--- config.mk ---
export PLATFORM = sky130hd
export DESIGN_NAME = periodic_task_scheduler
export DESIGN_NICKNAME = d
export VERILOG_FILES = /design/src/design/pts_pkg.sv /design/src/design/pts_ram.sv /design/src/design/pts_ctrl.sv /design/src/design/pts_dp.sv /design/src/design/periodic_task_scheduler.sv
export SDC_FILE = /design/constraint.sdc
export NUM_CORES = 2
export LEC_CHECK = 0
export ABC_AREA = 1
export BUFFER_PORTS_ARGS = -buffer_cell sky130_fd_sc_hd__buf_2
export CORE_UTILIZATION = 48
export DETAILED_ROUTE_END_ITERATION = 10
export PLACE_DENSITY = 0.76
export SLEW_MARGIN = 10
export SYNTH_ARGS = -nofsm -noshare
export SYNTH_HDL_FRONTEND = slang
export SYNTH_SLANG_ARGS = --single-unit
export TNS_END_PERCENT = 20
--- constraint.sdc ---
create_clock -name clock -period 9.12 [get_ports clock]
set_clock_uncertainty 0.1 [all_clocks]
set_input_delay 1.368 -clock clock [delete_from_list [all_inputs] [get_ports clock]]
set_output_delay 1.368 -clock clock [all_outputs]
set_load 0.01 [all_outputs]
--- src/design/pts_pkg.sv ---
// Shared types and constants for the periodic task scheduler.
// No dependencies; every other design file but pts_ram refers to it by scoped names.
package pts_pkg;

   localparam int TICK_W       = 32;
   localparam int NUM_SLOTS_DEF = 16;
   localparam int MAX_FIRES    = 16;

   localparam logic [2:0] OP_SCAN       = 3'd0;
   localparam logic [2:0] OP_REGISTER   = 3'd1;
   localparam logic [2:0] OP_UNREGISTER = 3'd2;
   localparam logic [2:0] OP_QUERY      = 3'd3;
   localparam logic [2:0] OP_RESET_CNT  = 3'd4;

   typedef struct packed {
      logic [2:0]        req_type;
      logic [3:0]        slot;
      logic [TICK_W-1:0] now_tick;
      logic [TICK_W-1:0] period_ticks;
      logic [TICK_W-1:0] first_delay;
      logic [TICK_W-1:0] run_limit;
   } req_item_type;

   typedef struct packed {
      logic              status;
      logic              fired;
      logic [3:0]        fired_slot;
      logic [TICK_W-1:0] elapsed_ticks;
      logic              last;
   } rsp_item_type;

   // controller -> datapath
   typedef struct packed {
      logic load_req;
      logic single_go;
      logic scan_run;
      logic finish_go;
   } ctl_cmd_type;

   // datapath -> controller
   typedef struct packed {
      logic in_scan;
      logic out_free;
      logic scan_done;
   } ctl_stat_type;

endpackage

--- src/design/pts_ram.sv ---
// Generic single-write, single-read RAM with registered read data.
// No dependencies.
module pts_ram #(
   parameter int WIDTH = 32,
   parameter int DEPTH = 16,
   localparam int AddrW = (DEPTH > 1) ? $clog2(DEPTH) : 1
) (
   input  logic             clock,
   input  logic             wr_en,
   input  logic [AddrW-1:0] wr_addr,
   input  logic [WIDTH-1:0] wr_data,
   input  logic             rd_en,
   input  logic [AddrW-1:0] rd_addr,
   output logic [WIDTH-1:0] rd_data
);

   logic [WIDTH-1:0] mem_ff [DEPTH];
   logic [WIDTH-1:0] rd_data_ff;

   always_ff @(posedge clock) begin
      if (wr_en) begin
         mem_ff[wr_addr] <= wr_data;
      end
      if (rd_en) begin
         rd_data_ff <= mem_ff[rd_addr];
      end
   end

   assign rd_data = rd_data_ff;

endmodule

--- src/design/pts_ctrl.sv ---
// Request sequencer of the periodic task scheduler.
// Depends on pts_pkg for the command and status structs.
module pts_ctrl (
   input  logic                 clock,
   input  logic                 reset,
   input  logic                 req_valid,
   output logic                 req_ready,
   input  pts_pkg::ctl_stat_type stat,
   output pts_pkg::ctl_cmd_type  cmd
);

   typedef enum logic [1:0] {
      ST_IDLE,
      ST_EXEC,
      ST_SCAN,
      ST_FINISH
   } state_type;

   state_type state_ff;
   state_type state_in;
   logic      req_ready_ff;

   always_comb begin
      cmd      = '0;
      state_in = state_ff;
      unique case (state_ff)
         ST_IDLE: begin
            cmd.load_req = req_valid;
            if (req_valid) begin
               state_in = stat.in_scan ? ST_SCAN : ST_EXEC;
            end
         end
         ST_EXEC: begin
            cmd.single_go = stat.out_free;
            if (stat.out_free) begin
               state_in = ST_IDLE;
            end
         end
         ST_SCAN: begin
            cmd.scan_run = 1'b1;
            if (stat.scan_done) begin
               state_in = ST_FINISH;
            end
         end
         ST_FINISH: begin
            cmd.finish_go = stat.out_free;
            if (stat.out_free) begin
               state_in = ST_IDLE;
            end
         end
         default: begin
            state_in = ST_IDLE;
         end
      endcase
   end

   always_ff @(posedge clock) begin
      if (reset) begin
         state_ff     <= ST_IDLE;
         req_ready_ff <= 1'b1;
      end else begin
         state_ff     <= state_in;
         req_ready_ff <= (state_in == ST_IDLE);
      end
   end

   assign req_ready = req_ready_ff;

endmodule

--- src/design/pts_dp.sv ---
// Datapath of the periodic task scheduler: slot stores, scan pipeline,
// pending-firing buffer and result register. Depends on pts_pkg and pts_ram.
module pts_dp #(
   parameter int NUM_SLOTS = pts_pkg::NUM_SLOTS_DEF
) (
   input  logic                  clock,
   input  logic                  reset,
   input  pts_pkg::ctl_cmd_type  cmd,
   output pts_pkg::ctl_stat_type stat,
   input  pts_pkg::req_item_type req_data,
   input  logic                  rsp_ready,
   output logic                  rsp_valid,
   output pts_pkg::rsp_item_type rsp_data
);

   localparam int IdxW  = (NUM_SLOTS > 1) ? $clog2(NUM_SLOTS) : 1;
   localparam int CntW  = $clog2(NUM_SLOTS + 1);
   localparam int FireW = $clog2(pts_pkg::MAX_FIRES + 1);
   localparam int TW    = pts_pkg::TICK_W;

   typedef struct packed {
      logic [TW-1:0] period;
      logic [TW-1:0] start;
      logic [TW-1:0] delay;
      logic [TW-1:0] limit;
   } cfg_entry_type;

   typedef struct packed {
      logic [TW-1:0] last_run;
      logic [TW-1:0] count;
   } hist_entry_type;

   pts_pkg::req_item_type req_ff;
   logic [CntW-1:0]       idx_ff;
   logic                  ev_vld_ff;
   logic [IdxW-1:0]       ev_idx_ff;
   logic [FireW-1:0]      fire_cnt_ff;
   logic                  pend_vld_ff;
   logic [IdxW-1:0]       pend_slot_ff;
   logic [TW-1:0]         pend_elapsed_ff;
   logic [NUM_SLOTS-1:0]  flag_ff;
   logic [NUM_SLOTS-1:0]  lrt_vld_ff;
   logic [NUM_SLOTS-1:0]  cnt_vld_ff;
   logic                  rsp_vld_ff;
   pts_pkg::rsp_item_type rsp_ff;

   cfg_entry_type  cfg_wr;
   cfg_entry_type  cfg_rd;
   hist_entry_type hist_wr;
   hist_entry_type hist_rd;
   logic           cfg_we;

   logic            slot_ok;
   logic [IdxW-1:0] slot_addr;
   logic            slot_reg;
   logic            single_st;

   logic [TW-1:0] cur_last;
   logic [TW-1:0] cur_cnt;
   logic [TW-1:0] due;
   logic [TW-1:0] elapsed;
   logic [TW-1:0] cnt_inc;
   logic          ev_fire;
   logic          out_free;
   logic          ev_stall;
   logic          scan_issue;
   logic          fire_take;
   logic          out_load;
   pts_pkg::rsp_item_type out_next;

   // ---- single-slot requests
   assign slot_ok   = 32'(req_ff.slot) < 32'(NUM_SLOTS);
   assign slot_addr = IdxW'(req_ff.slot);
   assign slot_reg  = slot_ok && flag_ff[slot_addr];

   always_comb begin
      unique case (req_ff.req_type)
         pts_pkg::OP_REGISTER:   single_st = !slot_ok;
         pts_pkg::OP_UNREGISTER: single_st = !slot_reg;
         pts_pkg::OP_QUERY:      single_st = !slot_reg;
         pts_pkg::OP_RESET_CNT:  single_st = !slot_ok;
         default:                single_st = 1'b1;
      endcase
   end

   assign cfg_we        = cmd.single_go && (req_ff.req_type == pts_pkg::OP_REGISTER) && slot_ok;
   assign cfg_wr.period = (req_ff.period_ticks == '0) ? TW'(1) : req_ff.period_ticks;
   assign cfg_wr.start  = req_ff.now_tick;
   assign cfg_wr.delay  = req_ff.first_delay;
   assign cfg_wr.limit  = req_ff.run_limit;

   // ---- scan evaluation; history words never written read as zero
   assign cur_last = lrt_vld_ff[ev_idx_ff] ? hist_rd.last_run : '0;
   assign cur_cnt  = cnt_vld_ff[ev_idx_ff] ? hist_rd.count : '0;
   assign due      = cfg_rd.start + cfg_rd.delay;
   assign elapsed  = req_ff.now_tick - cur_last;
   assign cnt_inc  = cur_cnt + TW'(1);

   assign ev_fire = ev_vld_ff && flag_ff[ev_idx_ff]
                 && (req_ff.now_tick >= due)
                 && (cur_cnt < cfg_rd.limit)
                 && (elapsed >= cfg_rd.period)
                 && (fire_cnt_ff < FireW'(pts_pkg::MAX_FIRES));

   // late slot resyncs to now, on-time slot advances by one period
   assign hist_wr.last_run = (elapsed > cfg_rd.period) ? req_ff.now_tick
                                                       : cur_last + cfg_rd.period;
   assign hist_wr.count    = (cnt_inc == '1) ? '0 : cnt_inc;

   assign out_free   = !rsp_vld_ff || rsp_ready;
   // a second firing needs the pending one moved out first
   assign ev_stall   = ev_fire && pend_vld_ff && !out_free;
   assign scan_issue = cmd.scan_run && !ev_stall && (idx_ff < CntW'(NUM_SLOTS));
   assign fire_take  = cmd.scan_run && ev_fire && !ev_stall;

   pts_ram #(
      .WIDTH ($bits(cfg_entry_type)),
      .DEPTH (NUM_SLOTS)
   ) u_cfg_ram (
      .clock   (clock),
      .wr_en   (cfg_we),
      .wr_addr (slot_addr),
      .wr_data (cfg_wr),
      .rd_en   (scan_issue),
      .rd_addr (idx_ff[IdxW-1:0]),
      .rd_data (cfg_rd)
   );

   pts_ram #(
      .WIDTH ($bits(hist_entry_type)),
      .DEPTH (NUM_SLOTS)
   ) u_hist_ram (
      .clock   (clock),
      .wr_en   (fire_take),
      .wr_addr (ev_idx_ff),
      .wr_data (hist_wr),
      .rd_en   (scan_issue),
      .rd_addr (idx_ff[IdxW-1:0]),
      .rd_data (hist_rd)
   );

   // ---- result select
   assign out_load = cmd.single_go || cmd.finish_go || (fire_take && pend_vld_ff);

   always_comb begin
      out_next = '0;
      out_next.last = 1'b1;
      priority if (fire_take) begin
         out_next.fired         = 1'b1;
         out_next.fired_slot    = 4'(pend_slot_ff);
         out_next.elapsed_ticks = pend_elapsed_ff;
         out_next.last          = 1'b0;
      end else if (cmd.finish_go && pend_vld_ff) begin
         out_next.fired         = 1'b1;
         out_next.fired_slot    = 4'(pend_slot_ff);
         out_next.elapsed_ticks = pend_elapsed_ff;
      end else if (cmd.finish_go) begin
         out_next.status = 1'b1;
      end else begin
         out_next.status = single_st;
      end
   end

   // ---- control state
   always_ff @(posedge clock) begin
      if (reset) begin
         idx_ff      <= '0;
         ev_vld_ff   <= 1'b0;
         fire_cnt_ff <= '0;
         pend_vld_ff <= 1'b0;
         flag_ff     <= '0;
         lrt_vld_ff  <= '0;
         cnt_vld_ff  <= '0;
         rsp_vld_ff  <= 1'b0;
      end else begin
         if (cmd.load_req) begin
            idx_ff      <= '0;
            ev_vld_ff   <= 1'b0;
            fire_cnt_ff <= '0;
            pend_vld_ff <= 1'b0;
         end
         if (cmd.scan_run && !ev_stall) begin
            ev_vld_ff <= scan_issue;
            if (scan_issue) begin
               idx_ff <= idx_ff + CntW'(1);
            end
         end
         if (fire_take) begin
            fire_cnt_ff           <= fire_cnt_ff + FireW'(1);
            pend_vld_ff           <= 1'b1;
            lrt_vld_ff[ev_idx_ff] <= 1'b1;
            cnt_vld_ff[ev_idx_ff] <= 1'b1;
         end
         if (cmd.finish_go) begin
            pend_vld_ff <= 1'b0;
         end
         if (cmd.single_go) begin
            unique case (req_ff.req_type)
               pts_pkg::OP_REGISTER: begin
                  if (slot_ok) begin
                     flag_ff[slot_addr] <= 1'b1;
                  end
               end
               pts_pkg::OP_UNREGISTER: begin
                  if (slot_reg) begin
                     flag_ff[slot_addr]    <= 1'b0;
                     cnt_vld_ff[slot_addr] <= 1'b0;
                  end
               end
               pts_pkg::OP_RESET_CNT: begin
                  if (slot_ok) begin
                     cnt_vld_ff[slot_addr] <= 1'b0;
                  end
               end
               default: begin
               end
            endcase
         end
         if (out_load) begin
            rsp_vld_ff <= 1'b1;
         end else if (rsp_ready) begin
            rsp_vld_ff <= 1'b0;
         end
      end
   end

   // ---- payload registers
   always_ff @(posedge clock) begin
      if (cmd.load_req) begin
         req_ff <= req_data;
      end
      if (cmd.scan_run && !ev_stall) begin
         ev_idx_ff <= idx_ff[IdxW-1:0];
      end
      if (fire_take) begin
         pend_slot_ff    <= ev_idx_ff;
         pend_elapsed_ff <= elapsed;
      end
      if (out_load) begin
         rsp_ff <= out_next;
      end
   end

   assign stat.in_scan   = (req_data.req_type == pts_pkg::OP_SCAN);
   assign stat.out_free  = out_free;
   assign stat.scan_done = (idx_ff == CntW'(NUM_SLOTS)) && !ev_vld_ff;

   assign rsp_valid = rsp_vld_ff;
   assign rsp_data  = rsp_ff;

endmodule

--- src/design/periodic_task_scheduler.sv ---
// Periodic task scheduler: a scan walks the slot table one slot per cycle through
// a read stage and an evaluate stage, unless a firing waits on a full result register.
// One request at a time; a full result register may wait while the next request is
// accepted. Synchronous active-high reset clears control state and all slot flags;
// stored counts and last-run ticks read as zero until written.
module periodic_task_scheduler #(
   parameter int NUM_SLOTS = pts_pkg::NUM_SLOTS_DEF
) (
   input  logic                  clock,
   input  logic                  reset,
   input  logic                  req_valid,
   output logic                  req_ready,
   input  pts_pkg::req_item_type req_data,
   output logic                  rsp_valid,
   input  logic                  rsp_ready,
   output pts_pkg::rsp_item_type rsp_data
);

   pts_pkg::ctl_cmd_type  cmd;
   pts_pkg::ctl_stat_type stat;

   pts_ctrl u_ctrl (
      .clock     (clock),
      .reset     (reset),
      .req_valid (req_valid),
      .req_ready (req_ready),
      .stat      (stat),
      .cmd       (cmd)
   );

   pts_dp #(
      .NUM_SLOTS (NUM_SLOTS)
   ) u_dp (
      .clock     (clock),
      .reset     (reset),
      .cmd       (cmd),
      .stat      (stat),
      .req_data  (req_data),
      .rsp_ready (rsp_ready),
      .rsp_valid (rsp_valid),
      .rsp_data  (rsp_data)
   );

endmodule

# Word-level counts from Yosys, hierarchy flattened

Memories as Yosys holds them, arrays and structs flattened. A register that Yosys moved wholly into a read port is not among the register bits.
Cells that the tools add are included.

Reduce and logical (&&, ||, !) cells: 39
Bitwise gates (word level): 6
Magnitude comparators: 10
Mux-type cells: 52
Eq/ne operators: 10
Add/sub/neg operators: 6

Operators by type and width:

| kind                                                                  | number |
|---|---|
| 32-bit 2-to-1 mux                                                     | 5 |
| 16-bit 2-to-1 mux                                                     | 5 |
| 32-bit adder                                                          | 2 |
| 32-bit >= comparator                                                  | 2 |
| 16-bit one-hot mux with 2 select lines                                | 2 |
| 16-bit OR                                                             | 3 |
| 37-bit 2-to-1 mux                                                     | 1 |
| 36-bit 2-to-1 mux                                                     | 1 |
| 32-bit by 1-bit adder with 32-bit output (second input constant)      | 1 |
| 16-bit bitwise AND                                                    | 2 |
| 32-bit == test (second input constant)                                | 1 |
| 32-bit > comparator                                                   | 1 |
| 32-bit logical NOT                                                    | 1 |
| 32-bit < comparator                                                   | 1 |
| 32-bit subtractor                                                     | 1 |
| 5-bit 2-to-1 mux                                                      | 5 |
| 1-bit 2-to-1 mux                                                      | 21 |
| 1-bit logical AND                                                     | 17 |
| 1-bit binary-select mux with 4-bit select                             | 4 |
| 16-bit NOT                                                            | 1 |
| 5-bit by 1-bit adder with 5-bit output (second input constant)        | 2 |
| 4-bit by 5-bit < comparator with 1-bit output (second input constant) | 2 |
| 5-bit < comparator (second input constant)                            | 2 |
| 2-bit OR reduction                                                    | 5 |
| other kinds (18)                                                      | 35 |

Memory bits (writable): 3072
Input bits: 139
Output and inout port bits: 41
Memories kept: 2
Register bits after elaboration: 278
Logic and storage cells: 149

Memory list:

| memory                 | depth | bits a word | rd ports | clocked after memory_dff | write ports | line          | source |
|---|---|---|---|---|---|---|---|
| u_dp.u_cfg_ram.mem_ff  | 16    | 128         | 1        | 1                        | 1           | pts_ram.sv:17 | `logic [WIDTH-1:0] mem_ff [DEPTH];` |
| u_dp.u_hist_ram.mem_ff | 16    | 64          | 1        | 1                        | 1           | pts_ram.sv:17 |  |

# Depth between registers and ports, before layout

Depth in word-level cells: 17
Gate-level depth with buffers: 41
Mapped depth without buffers: 37

# Modules after synthesis

From an unflattened synthesis, not the netlist that was laid out.

Cell total of the unflattened synthesis: 14424
Area, all modules: 154279.2 um^2

By module, submodules not included:

| module                    | seq. area each (um^2) | cells each | area an instance (um^2) | times used |
|---|---|---|---|---|
| pts_ram (u_dp.u_cfg_ram)  | 65342.7               | 7786       | 88899.0                 | 1 |
| pts_ram (u_dp.u_hist_ram) | 32671.3               | 4210       | 45926.5                 | 1 |
| pts_dp                    | 7647.3                | 2400       | 19289.8                 | 1 |
| pts_ctrl                  | 60.1                  | 28         | 163.9                   | 1 |

# Least setup slack after synthesis

Ideal clock, no wire load.

Path type: register to register
Start point: reg u_dp.ev_idx_ff[0]
End point: reg u_dp.u_cfg_ram.rd_data_ff[0], in the netlist u_dp.u_cfg_ram.rd_data[0] (read register of u_dp.u_cfg_ram.mem_ff), enable pin
Cell stages (with the launch flop): 33
Buffers on the path: 2
Data required time: 8.476 ns
Data arrival time: 9.041 ns
Library setup time: 0.544 ns
Period minus slack after synthesis: 9.685 ns
Slack: -0.565 ns
Cell sequence: edfxtp_1 > buf_4 > nor2_1 > inv_1 > o21ai_0 > o21ai_0 > nand4_1 > clkbuf_1 > nand2_1 > ha_1 > a21oi_1 > nand2_1 > a21oi_1 > o21ai_0 > a21oi_1 > o21ai_0 > a21boi_0 > inv_1 > nand2_1 > nand2_1 > a21oi_1 > o21ai_0 > xor2_1 > ha_1 > a21oi_1 > o21ai_0 > a21oi_1 > nand4_1 > nand3_1 > inv_1 > nand3b_1 > nand3_1 > inv_1

Word-level cells in the longest chain between the ends: 12
Elaborated cells on any way between the ends: 21
Those cells by class: add/sub: 1; order compare: 2; mux: 8; reduce/logical: 10

Ends and longest elaborated chain:

| what                                      | line          | source |
|---|---|---|
| from (decl)                               | pts_dp.sv:36  | `logic [IdxW-1:0] ev_idx_ff;` |
| from (signal assigned)                    | pts_dp.sv:233 | `ev_idx_ff <= idx_ff[IdxW-1:0];` |
| 1-bit binary-select mux with 4-bit select | pts_dp.sv:93  | `assign cur_last = lrt_vld_ff[ev_idx_ff] ? hist_rd.last_run : '0;` |
| 1-bit 2-to-1 mux (implied by the code)    | pts_dp.sv:93  |  |
| 32-bit 2-to-1 mux                         | pts_dp.sv:93  |  |
| 32-bit subtractor                         | pts_dp.sv:96  | `assign elapsed = req_ff.now_tick - cur_last;` |
| named net u_dp.elapsed[27]                | pts_dp.sv:61  | `logic [TW-1:0] elapsed;` |
| 32-bit >= comparator                      | pts_dp.sv:102 | `&& (elapsed >= cfg_rd.period)` |
| 1-bit logical AND                         | pts_dp.sv:102 |  |
| 1-bit logical AND                         | pts_dp.sv:103 | `&& (fire_cnt_ff < FireW'(pts_pkg::MAX_FIRES));` |
| 1-bit logical AND (2 in a row)            | pts_dp.sv:112 | `assign ev_stall = ev_fire && pend_vld_ff && !out_free;` |
| 1-bit logical NOT                         | pts_dp.sv:113 | `assign scan_issue = cmd.scan_run && !ev_stall && (idx_ff < CntW'(NUM_SLOTS));` |
| 1-bit logical AND (2 in a row)            | pts_dp.sv:113 |  |
| to (decl)                                 | pts_ram.sv:18 | `logic [WIDTH-1:0] rd_data_ff;` |

The timed path passes the listed nets, and every way through them passes these cells. The select of a mux whose other input is x is not followed.
A chain may end at the register's enable or synchronous reset.

# Final worst setup path

Start point: reg u_dp.ev_idx_ff[0]
End point: mem u_dp.u_hist_ram.mem_ff[3][2] in the netlist's numbering, enable pin

Word-level cells in the longest chain between the ends: 13
Elaborated cells on any way between the ends: 23
Those cells by class: add/sub: 1; order compare: 2; mux: 10; reduce/logical: 10

Ends and longest elaborated chain:

| what                                          | line          | source |
|---|---|---|
| 1-bit binary-select mux with 4-bit select (*) | pts_dp.sv:93  |  |
| 1-bit 2-to-1 mux (implied by the code) (*)    | pts_dp.sv:93  |  |
| 32-bit 2-to-1 mux (*)                         | pts_dp.sv:93  |  |
| 32-bit subtractor (*)                         | pts_dp.sv:96  |  |
| named net u_dp.elapsed[28]                    | pts_dp.sv:61  |  |
| 32-bit >= comparator (*)                      | pts_dp.sv:102 |  |
| 1-bit logical AND (*)                         | pts_dp.sv:102 |  |
| 1-bit logical AND (*)                         | pts_dp.sv:103 |  |
| 1-bit logical AND (2 in a row)                | pts_dp.sv:112 |  |
| 1-bit logical NOT                             | pts_dp.sv:114 | `assign fire_take = cmd.scan_run && ev_fire && !ev_stall;` |
| 1-bit logical AND (*)                         | pts_dp.sv:114 |  |
| 1-bit 2-to-1 mux (*)                          | pts_ram.sv:21 | `if (wr_en) begin` |
| 1-bit 2-to-1 mux (implied by the code) (*)    | pts_ram.sv:22 | `mem_ff[wr_addr] <= wr_data;` |
| to (decl)                                     | pts_ram.sv:17 |  |

Mark *: on every way through the listed nets, which the timed path passes. The rest lies on a longest branch. The select of a mux whose other input is x is not followed.

==> results.txt <==
----------------------------------------------------
[Outcome]
  Status ... finished clean

[Hold path]
  Min-Delay Startpoint ... u_dp.lrt_vld_ff[4]
  Path category of the worst min-delay check ... flip-flop to flip-flop
  Worst hold path cell count ... 2
  Capture endpoint of the worst hold path ... u_dp.lrt_vld_ff[4]

[Worst setup path]
  Endpoint of the worst register-to-register path ... u_dp.u_hist_ram.mem_ff[3][2]
  Flop-to-flop setup slack ... 750 ps
  Type of destination of the critical path ... flip-flop
  Required @ worst endpoint ... 9590 ps
  WS Path Type ... flip-flop to flip-flop
  Critical-path top delay cell ... sky130_fd_sc_hd__nand3_1
  Critical path's largest stage delay ... 480 ps
  Data arrival time of the critical path ... 8840 ps
  Launching point of the worst reg2reg path ... u_dp.ev_idx_ff[0]
  Highest fanout seen on the critical path ... 64
  Worst-case reg-to-reg path depth ... 37
  Worst Setup Start Kind ... flip-flop
  Dominant cell type by count on the critical path ... sky130_fd_sc_hd__nand2_1

[Placement]
  Placement-stage cell area ... 0.148 sq mm
  Number of buffers inserted by port buffering ... 179
  HPWL after DPL ... 213000 microns
  Final RePlAce weighted congestion ... 0.911
  DP Worst Slack ... 573 ps
  Placed Cells incl. Taps ... 14.6k

[Clock tree]
  Cell at the root of the clock tree ... sky130_fd_sc_hd__clkbuf_16
  Clock slew at the register clock pins of the worst setup and hold paths ... 60 ps
  H-tree levels ... 5
  CTS tree ... built
  Largest buffer count on any clock path ... 4
  Number of buffers inserted by hold repair at cts ... 0
  Number of clock sinks ... 3542
  Insertion delay to the later sink of the worst-skew pair ... 980 ps
  TritonCTS Buffers ... 347

[STA]
  Period utilisation layout ... 91.8%
  Slew @ Worst Pin ... 1270 ps
  Post-route setup TNS ... 0 ps
  Unrepaired setup endpoints after global routing ... no
  Fin. Hold Viols ... 0
  Setup slack of the critical path after layout ... 750 ps
  Setup Viol. Count Final ... 0
  Number of max-slew violations in the final report ... 0
  Fin Hold WS ... 360 ps
  Maximum operating frequency ... 0.119 GHz
  Time the final worst path needs with I/O delays and setup ... 8370 ps
  Relative slew margins ... 14.8%

[GRT]
  Via count of the first global-routing pass ... 89.9k
  First-pass GRT wire length ... 569000 microns
  Maximum number of pins on one net before global-route repair ... 234
  Antenna violations before repair ... 37
  Global route total overflow ... 0
  GR Util All Layers ... 25.2%

[Power]
  Leak Pwr ... 54.7 nW
  Overall power ... 33.6 mW
  Maximum ir drop on the vdd rail ... 0.172 mV
  Power density over the cells ... 210 mW/mm^2

[Synth]
  Leading register cell type out of synthesis ... sky130_fd_sc_hd__edfxtp_1
  Net count of the mapped netlist ... 11.3k
  Sequential share of the synthesized area ... 74.1%
  Number of warnings printed during yosys synthesis ... 0
  Gate count of the mapped netlist ... 11.0k
  Post-synthesis cell type count ... 58
  Async set-or-reset flop fraction in the synthesized netlist ... 0%
  Number of flops mapped to enable cells by yosys ... 3478
  Netlist Area Pre-Place ... 0.143 sq mm
  Register bit count reported by yosys ... 3542
  Mapped Avg Cell Area ... 13.0 sq um

[Die]
  DIE HEIGHT ... 547 microns
  Initial standard-cell utilization of the core ... 48.4%
  Core Box Area ... 0.295 sq mm
  DIE WIDTH ... 547 microns
  Number of cell rows ... 199
  Die area ... 0.299 sq mm
  I/O pins ... 180

[Detailed routing]
  Routed WL per cell ... 25.6 microns
  First-pass detailed-route iteration total ... 6
  Detailed-route wire length ... 390000 microns
  Remaining antenna violation count ... 0
  Via density ... 6.17
  Post-route DRC ... 0
  Overall via count from detail_route ... 93.9k
  Count of routing violations after the opening detailed-route iteration ... 14.8k

[Cells and area]
  Count of placed standard cells in the final layout, fillers left out ... 15.2k
  Share of layout cells above drive strength 1 ... 8.90%
  Layout-stage area growth over the synthesis result ... 12.0%
  Final core area utilization ... 54.2%
  Area of all placed cells without fillers ... 0.160 sq mm
  Number of nets in the final layout ... 11.4k

[Flow run]
  Max cap viols ... 0

----------------------------------------------------
==> cells in the mapped netlist (6+ instances only) <==
library cell | number | share of area (%)
sky130_fd_sc_hd__a21oi_1 | 189 | 0.66
sky130_fd_sc_hd__a21boi_0 | 13 | 0.068
sky130_fd_sc_hd__nor2_1 | 1841 | 4.8
sky130_fd_sc_hd__buf_2 | 8 | 0.028
sky130_fd_sc_hd__inv_2 | 37 | 0.097
sky130_fd_sc_hd__nor2_4 | 12 | 0.095
sky130_fd_sc_hd__edfxtp_1 | 3478 | 73
sky130_fd_sc_hd__o21a_1 | 9 | 0.047
sky130_fd_sc_hd__xnor2_1 | 45 | 0.28
sky130_fd_sc_hd__o211ai_1 | 77 | 0.41
sky130_fd_sc_hd__a21o_1 | 8 | 0.042
sky130_fd_sc_hd__nor3_1 | 22 | 0.077
sky130_fd_sc_hd__a31oi_1 | 21 | 0.092
sky130_fd_sc_hd__nor4_1 | 12 | 0.053
sky130_fd_sc_hd__o22ai_1 | 457 | 2.0
sky130_fd_sc_hd__inv_1 | 406 | 1.1
sky130_fd_sc_hd__a211oi_1 | 8 | 0.042
sky130_fd_sc_hd__a22oi_1 | 9 | 0.047
sky130_fd_sc_hd__ha_1 | 193 | 1.7
sky130_fd_sc_hd__xor2_1 | 69 | 0.42
sky130_fd_sc_hd__nand3b_1 | 6 | 0.032
sky130_fd_sc_hd__nand4_1 | 32 | 0.14
sky130_fd_sc_hd__a221oi_1 | 6 | 0.037
sky130_fd_sc_hd__dfxtp_1 | 64 | 0.90
sky130_fd_sc_hd__nand3_1 | 377 | 1.3
sky130_fd_sc_hd__o21ai_0 | 1663 | 5.8
sky130_fd_sc_hd__nand2_1 | 835 | 2.2
sky130_fd_sc_hd__o221ai_1 | 328 | 2.0
sky130_fd_sc_hd__clkbuf_1 | 639 | 1.7
sky130_fd_sc_hd__nor2_2 | 18 | 0.079
sky130_fd_sc_hd__buf_1 | 35 | 0.092
==> metal layers <==
layer	part of all wire (%)	up-vias	track usage, %
li1	-	40600	-
met1	39	46000	35.6
met2	45	6320	38.9
met3	12	922	4.69
met4	3.8	20	9.86
met5	0.035	-	0
==> kinds of logic after synthesis <==
group / share of synthesized area [%]
buffers and inverters: 3.02
xor gates and xnor gates: 0.700
and+or+nand+nor: 8.98
adders and majority gates: 1.74
DFF: 74.1
AOI/OAI and AO/OA: 11.4
==> worst max-delay path by stage <==
stage                                 start                        endpoint  slack, ps  depth (start not counted)
after global routing      u_dp.ev_idx_ff[1]   u_dp.u_hist_ram.mem_ff[3][63]         80                         36
after floorplan           u_dp.ev_idx_ff[0]    u_dp.u_hist_ram.mem_ff[5][0]       -500                         39
after global placement    u_dp.ev_idx_ff[0]  u_dp.u_hist_ram.mem_ff[11][62]        530                         37
after detailed placement  u_dp.ev_idx_ff[0]  u_dp.u_hist_ram.mem_ff[11][32]        570                         37
final                     u_dp.ev_idx_ff[0]    u_dp.u_hist_ram.mem_ff[3][2]        750                         37
after CTS                 u_dp.ev_idx_ff[0]  u_dp.u_hist_ram.mem_ff[11][62]        580                         37
==> state kept, by name (all words and copies together) (netlist names), named ones only <==
signal,count
u_dp.u_cfg_ram.mem_ff,2048
u_dp.pend_elapsed_ff,32
u_dp.rsp_data,39
u_dp.cfg_wr,96
u_dp.u_hist_ram.rd_data,64
u_dp.ev_vld_ff,1
u_dp.slot_addr,4
u_dp.pend_vld_ff,1
u_dp.req_ff,35
u_dp.fire_cnt_ff,5
u_dp.pend_slot_ff,4
u_ctrl.req_ready,1
u_dp.rsp_valid,1
u_dp.u_cfg_ram.rd_data,128
u_dp.idx_ff,5
u_dp.ev_idx_ff,4
u_dp.u_hist_ram.mem_ff,1024
u_dp.lrt_vld_ff,16
u_ctrl.state_ff,2
u_dp.cnt_vld_ff,16
==> where the power goes <==
part           switching (mW)  internal (mW)  leakage [nW]
Sequential              0.163           18.0          33.1
Clock                    6.28           7.92          5.44
Combinational           0.870          0.308          16.2
==> cell usage in the layout (no fill, tap or decap), types with 193 or more instances in the layout <==
cell type | Yosys | layout
sky130_fd_sc_hd__nor2_1 | 1841 | 1807
sky130_fd_sc_hd__o22ai_1 | 457 | 457
sky130_fd_sc_hd__edfxtp_1 | 3478 | 3478
sky130_fd_sc_hd__o221ai_1 | 328 | 328
sky130_fd_sc_hd__nand2_1 | 835 | 834
sky130_fd_sc_hd__clkbuf_16 | 0 | 348
sky130_fd_sc_hd__ha_1 | 193 | 193
sky130_fd_sc_hd__nand3_1 | 377 | 376
sky130_fd_sc_hd__inv_1 | 406 | 400
sky130_fd_sc_hd__o21ai_0 | 1663 | 1661
==> final cells by class <==
| type | count | area (sq um) |
|---|---|---|
| flip-flops and latches | 3542 | 106000 |
| fillers | 22900 | 135000 |
| clock inverters | 214 | 2320 |
| well taps | 3919 | 4900 |
| clock buffers | 417 | 8980 |
| repair buffers | 386 | 3250 |
| multi-input cells | 6294 | 32800 |
| diodes | 12 | 30.0 |
| inverters | 444 | 1710 |
==> worst max-delay path, delay by kind of cell (launching register included) <==
kind	cells	cell delay, ps
XOR/XNOR	1	130
AO/OA/AOI/OAI	8	1890
flip-flops	1	450
buffers and inverters	7	1430
AND/OR/NAND/NOR	18	3090
adder cells (fa/ha/maj)	3	920
==> what timing repair did <==
item	CTS	global route
setup endpoints to repair	0	112
resized for setup	0	2
setup buffers	0	2
endpoints found under the hold margin	0	0
Power figures use the tool's default switching activity.
